===== config.mk =====
export PLATFORM = sky130hd
export DESIGN_NAME = tmh_ctrl
export DESIGN_NICKNAME = d
export VERILOG_FILES = /design/src/tmh_pkg.sv /design/src/tmh_ctrl.sv
export SDC_FILE = /design/constraint.sdc
export NUM_CORES = 1
export LEC_CHECK = 0
export BUFFER_PORTS_ARGS = -buffer_cell sky130_fd_sc_hd__buf_2
export CORE_AREA = 2 2 39 41
export DETAILED_ROUTE_END_ITERATION = 7
export DIE_AREA = 0 0 41 43
export PLACE_DENSITY = 0.64
export SKIP_CTS_REPAIR_TIMING = 1
export SYNTH_ARGS = -nofsm -noshare
export SYNTH_HDL_FRONTEND = slang
export SYNTH_SLANG_ARGS = --single-unit

===== constraint.sdc =====
create_clock -name clk -period 1.5 [get_ports clk]
set_input_delay 0.15 -clock clk [delete_from_list [all_inputs] [get_ports clk]]
set_output_delay 0.15 -clock clk [all_outputs]
set_load 0.01 [all_outputs]

===== src/tmh_pkg.sv =====
// Types and constants of the ternary max-heap.
package tmh_pkg;

    localparam int DATA_W    = 32;
    localparam int CNT_OUT_W = 9;

    // Request codes
    localparam logic REQ_PUSH = 1'b0;
    localparam logic REQ_POP  = 1'b1;

    // Status codes
    localparam logic [1:0] ST_OK    = 2'd0;
    localparam logic [1:0] ST_FULL  = 2'd1;
    localparam logic [1:0] ST_EMPTY = 2'd2;

    // Divide by three: floor(x / 3) = (x * DIV3_MUL) >> DIV3_SHIFT for x below 2^16
    localparam int          DIV_W      = 16;
    localparam logic [16:0] DIV3_MUL   = 17'd43691;
    localparam int          DIV3_SHIFT = 17;

    typedef struct packed {
        logic                     req_type;
        logic signed [DATA_W-1:0] push_value;
    } tmh_req_t;

    typedef struct packed {
        logic signed [DATA_W-1:0] max_value;
        logic                     is_empty;
        logic [CNT_OUT_W-1:0]     entry_count;
        logic [1:0]               status;
    } tmh_rsp_t;

    // Controller to datapath
    typedef struct packed {
        logic       accept;
        logic [1:0] stat;
        logic       push_load;
        logic       pop_dec;
        logic       up_par;
        logic       rd_par;
        logic       rd_last;
        logic       rd_child;
        logic [1:0] child_k;
        logic       wr_val;
        logic       wr_rd;
        logic       wr_best;
        logic       load_last;
        logic       best_clr;
        logic       finish;
    } tmh_cmd_t;

    // Datapath to controller
    typedef struct packed {
        logic req_pop;
        logic full;
        logic empty;
        logic pos_zero;
        logic child_ok;
        logic up_gt;
        logic down_gt;
    } tmh_sts_t;

endpackage


===== src/tmh_ctrl.sv =====
// Sequencer of the heap: push sift-up and pop sift-down steps.
module tmh_ctrl (
    input  logic              clk,
    input  logic              rst_n,
    input  logic              start,
    output logic              busy,
    input  tmh_pkg::tmh_sts_t sts,
    output tmh_pkg::tmh_cmd_t cmd
);

    localparam logic [2:0] S_IDLE  = 3'd0;
    localparam logic [2:0] S_UP    = 3'd1;
    localparam logic [2:0] S_UPRD  = 3'd2;
    localparam logic [2:0] S_UPCMP = 3'd3;
    localparam logic [2:0] S_LRD   = 3'd4;
    localparam logic [2:0] S_LGET  = 3'd5;
    localparam logic [2:0] S_DN    = 3'd6;
    localparam logic [2:0] S_DEC   = 3'd7;

    logic [2:0] state_reg, state_next;
    logic [1:0] k_reg, k_next;

    assign busy = (state_reg != S_IDLE);

    // Next state and commands
    always_comb
    begin
        state_next  = state_reg;
        k_next      = k_reg;
        cmd         = '0;
        cmd.stat    = tmh_pkg::ST_OK;
        cmd.child_k = k_reg;
        case (state_reg)
            S_IDLE:
            begin
                if (start)
                begin
                    cmd.accept = 1'b1;
                    if (!sts.req_pop)
                    begin
                        if (sts.full)
                        begin
                            cmd.stat   = tmh_pkg::ST_FULL;
                            cmd.finish = 1'b1;
                        end
                        else
                        begin
                            cmd.push_load = 1'b1;
                            state_next    = S_UP;
                        end
                    end
                    else
                    begin
                        if (sts.empty)
                        begin
                            cmd.stat   = tmh_pkg::ST_EMPTY;
                            cmd.finish = 1'b1;
                        end
                        else
                        begin
                            cmd.pop_dec = 1'b1;
                            state_next  = S_LRD;
                        end
                    end
                end
            end
            S_UP:
            begin
                if (sts.pos_zero)
                begin
                    cmd.wr_val = 1'b1;
                    cmd.finish = 1'b1;
                    state_next = S_IDLE;
                end
                else
                begin
                    cmd.up_par = 1'b1;
                    state_next = S_UPRD;
                end
            end
            S_UPRD:
            begin
                cmd.rd_par = 1'b1;
                state_next = S_UPCMP;
            end
            S_UPCMP:
            begin
                if (sts.up_gt)
                begin
                    cmd.wr_rd  = 1'b1;
                    state_next = S_UP;
                end
                else
                begin
                    cmd.wr_val = 1'b1;
                    cmd.finish = 1'b1;
                    state_next = S_IDLE;
                end
            end
            S_LRD:
            begin
                cmd.rd_last = 1'b1;
                state_next  = S_LGET;
            end
            S_LGET:
            begin
                cmd.load_last = 1'b1;
                cmd.best_clr  = 1'b1;
                k_next        = 2'd1;
                if (sts.empty)
                begin
                    cmd.finish = 1'b1;
                    state_next = S_IDLE;
                end
                else
                begin
                    state_next = S_DN;
                end
            end
            S_DN:
            begin
                // Children are read one per cycle, compared as they arrive
                if (sts.child_ok)
                begin
                    cmd.rd_child = 1'b1;
                end
                if (sts.child_ok && (k_reg != 2'd3))
                begin
                    k_next = k_reg + 2'd1;
                end
                else
                begin
                    state_next = S_DEC;
                end
            end
            S_DEC:
            begin
                if (sts.down_gt)
                begin
                    cmd.wr_best  = 1'b1;
                    cmd.best_clr = 1'b1;
                    k_next       = 2'd1;
                    state_next   = S_DN;
                end
                else
                begin
                    cmd.wr_val = 1'b1;
                    cmd.finish = 1'b1;
                    state_next = S_IDLE;
                end
            end
            default:
            begin
                state_next = S_IDLE;
            end
        endcase
    end

    always_ff @(posedge clk or negedge rst_n)
    begin
        if (!rst_n)
        begin
            state_reg <= S_IDLE;
            k_reg     <= 2'd1;
        end
        else
        begin
            state_reg <= state_next;
            k_reg     <= k_next;
        end
    end

endmodule


### Yosys cells after proc, flatten, opt, wreduce, memory -nomap -nowiden

Index checks and enable logic that the tools add are counted.

* flip-flop bits (word level): 5
* bits of input ports: 10

* reduce and logical (&&, ||, !) cells: 6
* add/subtract/negate cells: 1
* muxes and demuxes: 43
* equal/unequal tests: 14

Operator list (count)
* 1-bit two-way mux: 24
* 3-bit one-hot mux with 8 select lines: 1
* 3-bit two-way mux: 7
* 3-bit equality test, second input constant: 4
* 2-bit two-way mux: 5
* 5-bit two-way mux: 2
* 2-bit inequality test, second input constant: 5
* 3-bit by 2-bit equality test with 1-bit output, second input constant: 2
* 3-bit inequality test, second input constant: 2
* 2-bit one-hot mux with 3 select lines: 1
* 3-bit nonzero test: 2
* 1-bit one-hot mux with 5 select lines: 1
* 4-bit AND reduction: 1
* 3-bit by 1-bit equality test with 1-bit output, second input constant: 1
* 3-bit logical NOT: 1
* 1-bit one-hot mux with 3 select lines: 1
* 3-bit AND reduction: 1
* 2-bit by 1-bit adder with 2-bit output, second input constant: 1
* 1-bit one-hot mux with 2 select lines: 1
* 1-bit logical AND: 1

### Depth between registers and ports, before layout

* depth in word-level cells: 4
* mapped depth: 5

### Least setup slack after synthesis

No wires, ideal clock.

* kind: reg2out
* from: register state_reg[1]
* to: output cmd[0] (netlist bit)
* cell stages (with the launch flop): 4
* setup slack: 0.028 ns
* arrival: 1.322 ns
* cell sequence: dfrtp_1 -> nor2b_1 -> o311a_1 -> a2111o_1

RTL lines
* start: declaration: line tmh_ctrl.sv:20 `logic [2:0] state_reg, state_next;`
* start signal: assignment: line tmh_ctrl.sv:168 `state_reg <= state_next;`
* end: declaration: line tmh_ctrl.sv:8 `output tmh_pkg::tmh_cmd_t cmd`

==> flow_metrics.py <==
metrics = {
    "placed_design": {
        "gp_congestion": 0.7679,
        "hpwlAfterDp_microns": 986.3,
        "portBuffers": 27,
        "place_area_sq_um": 676.9,
    },
    "critical_path": {
        "worst_r2r_path_depth": 6,
        "reg2reg_from": "state_reg[1]$_DFFE_PN0P_",
        "arrival_ps": 1550,
        "worstPathCellList": "buf_6, nor3_4, nand2_4, nor2_2, a2111o_1, buf_2",
        "r2r_slack_ps": 100,
        "start_kind": "flip-flop",
        "critPathMaxFanout": 6,
        "slowest_delay_ps": 410,
        "cp_top_family": "simple AND/OR/NAND/NOR gates",
        "crit_required_ps": 1350,
        "r2r-end": "k_reg[0]$_DFFE_PN1P_",
        "cp_slowest_cell": "dfrtp_1",
        "critPathKind": "flip-flop to output pin",
        "path_buf_inv": 2,
        "cp-end-kind": "output pin",
    },
    "route": {
        "post_drt_via_cell_ratio": 5.000,
        "drc": 0,
        "drt-total-wl_microns": 1383,
        "num_vias": 580,
        "wl_per_cell_microns": 11.92,
        "postRouteAntennaNets": 0,
        "drt_iter0_markers": 22,
        "drtPass1Iterations": 4,
    },
    "run_status": {
        "outcome": "finished with violations",
        "violations": "setup timing",
    },
    "yosys": {
        "synth_top_area_share_pct": 21.56,
        "synth_most_common_cell": "nand2_1",
        "yosys-top-cells-count": "nand2_1, nor2b_1, nand2b_1, nor2_1",
        "ys_warn_count": 0,
        "ys_async_sr_fraction_pct": 100.0,
        "synth_edf_count": 0,
        "synth_area_leader_cell": "dfrtp_1",
        "syn_nets": 71,
        "syn_area_sq_um": 464.2,
        "synth_cell_types": 28,
        "synth_cells": 60,
        "synth_top_cells_by_area": "dfrtp_1, nor2b_1, nand2_1",
        "syn_avg_cell_area_sq_um": 7.737,
        "ys_ff_latch": 5,
        "synth-seq-area-share_pct": 27.22,
        "synth-main-ff-cell": "dfrtp_1",
    },
    "power": {
        "irDropWorstVdd_mv": 0.8342,
        "p_leak_nw": 0.4279,
        "p_per_area_nw_per_um2": 1877,
    },
    "sta": {
        "post-route-worst-setup-slack_ps": -197.5,
        "rsz0062_at_grt": "true",
        "drv_slew": 0,
        "finalSetupViolCount": 8,
        "finalCritPeriodShare_pct": 113.2,
        "clock_skew_ps": 7.463,
        "max_slew_margin_pct": 86.06,
        "hold_ws_ps": 216.8,
        "worst_slew_pin_slew_ps": 208.2,
        "fin_tns_setup_ps": -732.3,
        "clock.fmax_mhz": 589.1,
        "period_needed_ps": 1697,
        "finalHoldViolCount": 0,
    },
    "min_path": {
        "hold_depth": 3,
        "hold_end": "state_reg[2]$_DFFE_PN0P_",
        "hold_start": "start",
        "min_path_type": "input port to flip-flop",
    },
    "layout": {
        "largest_reg_flops": 3,
        "drive_gt1_share_pct": 55.00,
        "area_growth_pct": 71.16,
        "final_cell_area_sq_um": 794.5,
        "multi_input_area_sq_um": 370.4,
        "seq_area_sq_um": 128.9,
        "fin_nets": 112,
        "fillCellCount": 128,
        "antenna_cells": 0,
    },
    "flow_run": {
        "drv_cap": 0,
    },
    "floorplanning": {
        "start_util_pct": 33.54,
        "die_w_microns": 41,
        "dieHeight_microns": 43,
        "core_sq_um": 1384,
        "pin_count": 28,
        "fp.dieArea_sq_um": 1763,
        "rows": 14,
    },
    "global_route": {
        "grt_max_degree": 10,
        "first_global_vias": 508,
        "use_met2_pct": 25.94,
        "groute.usage.overall_pct": 15.98,
        "grt_use_met1_pct": 18.09,
        "busiest_layer": "met2",
        "grt_pass1_wl_microns": 1938,
        "grtUsageMet3_pct": 3.665,
        "grt_remaining_overflow": 0,
        "antenna_found_initial": 0,
    },
    "clock_network": {
        "clock_path_buffers": 2,
        "clock_latency_ps": 240,
        "clockRootBuffer": "clkbuf_4",
        "path_clk_slew_ps": 50,
        "htreeDepth": 1,
        "cts_buffers": 3,
        "cts_sinks": 5,
        "cts_tree": "built",
    },
}
[cell type report]
class                   count  area share [%]
multi-input cells          49           46.61
repair buffers             39           29.92
flip-flops and latches      5           16.22
clock buffers               4           3.307
well taps                  16           2.520
inverters                   3           1.417
[cell usage in the layout, fill, tap and decap left out, types with 2 or more instances in the layout]
| master | netlist | layout |
|---|---|---|
| inv_1 | 3 | 2 |
| a21oi_1 | 4 | 4 |
| clkbuf_4 | 0 | 3 |
| nand2b_1 | 5 | 4 |
| dfrtp_1 | 4 | 2 |
| buf_2 | 2 | 26 |
| dfrtp_2 | 0 | 2 |
| nor2_1 | 5 | 3 |
| buf_6 | 0 | 2 |
| nor2b_1 | 7 | 6 |
| buf_4 | 1 | 10 |
| nand2_1 | 9 | 7 |
[logic make-up (layout without fill, tap and decap cells)]
logic type / Yosys count / in the layout / synth area share [%]
compound gates: 11 / 11 / 16.44
fa+ha+maj: 1 / 1 / 2.695
buf+inv: 6 / 46 / 6.200
flops: 5 / 5 / 27.23
mux: 2 / 2 / 5.390
simple gates: 35 / 35 / 42.05
[worst max path at each step]
stage / startpoint / to / slack (ps) / depth (start not counted)
finish: state_reg[1]$_DFFE_PN0P_ / cmd[0] / -200 / 6
global route: state_reg[1]$_DFFE_PN0P_ / cmd[0] / -290 / 6
CTS: state_reg[1]$_DFFE_PN0P_ / cmd[0] / -280 / 4
detailed placement: state_reg[1]$_DFFE_PN0P_ / cmd[0] / -20 / 4
global placement: state_reg[1]$_DFFE_PN0P_ / cmd[0] / 0.2 / 4
floorplan: state_reg[1]$_DFFE_PN0P_ / cmd[0] / 30 / 3
[worst reg2reg max path, cell delays in order (launching register included)]
cell and delay [ps]:
dfrtp_1 410, buf_6 150, nand2b_4 60, buf_4 100
a22oi_1 70, nor2b_1 190, mux2_4 320
[power by group]
group	internal (mW)	total, mW	switching, mW
combinational	0.540	1.04	0.502
sequential	0.210	0.294	0.0846
clock	0.101	0.155	0.0546
[stage by stage]
| stage | power, mW | instances | utilization, % | setup WS (ps) |
|---|---|---|---|---|
| 2_1_floorplan | 0.8170 | 60 | - | 28.23 |
| 3_3_place_gp | 1.181 | 110 | 48.92 | 0.1795 |
| 3_5_place_dp | 1.196 | 110 | 48.92 | -19.50 |
| 4_1_cts | 1.351 | 114 | 50.81 | -278.8 |
| 5_1_grt | 1.622 | 116 | 57.41 | -286.2 |
| 6_report | 1.491 | 116 | 57.41 | -197.5 |
[metal layers]
metal  up-vias  wire, microns
met5         -              0
met4         0             36
met3         4             76
met2        25            701
met1       262            569
li1        289              -
Power figures use the tool's default switching activity.
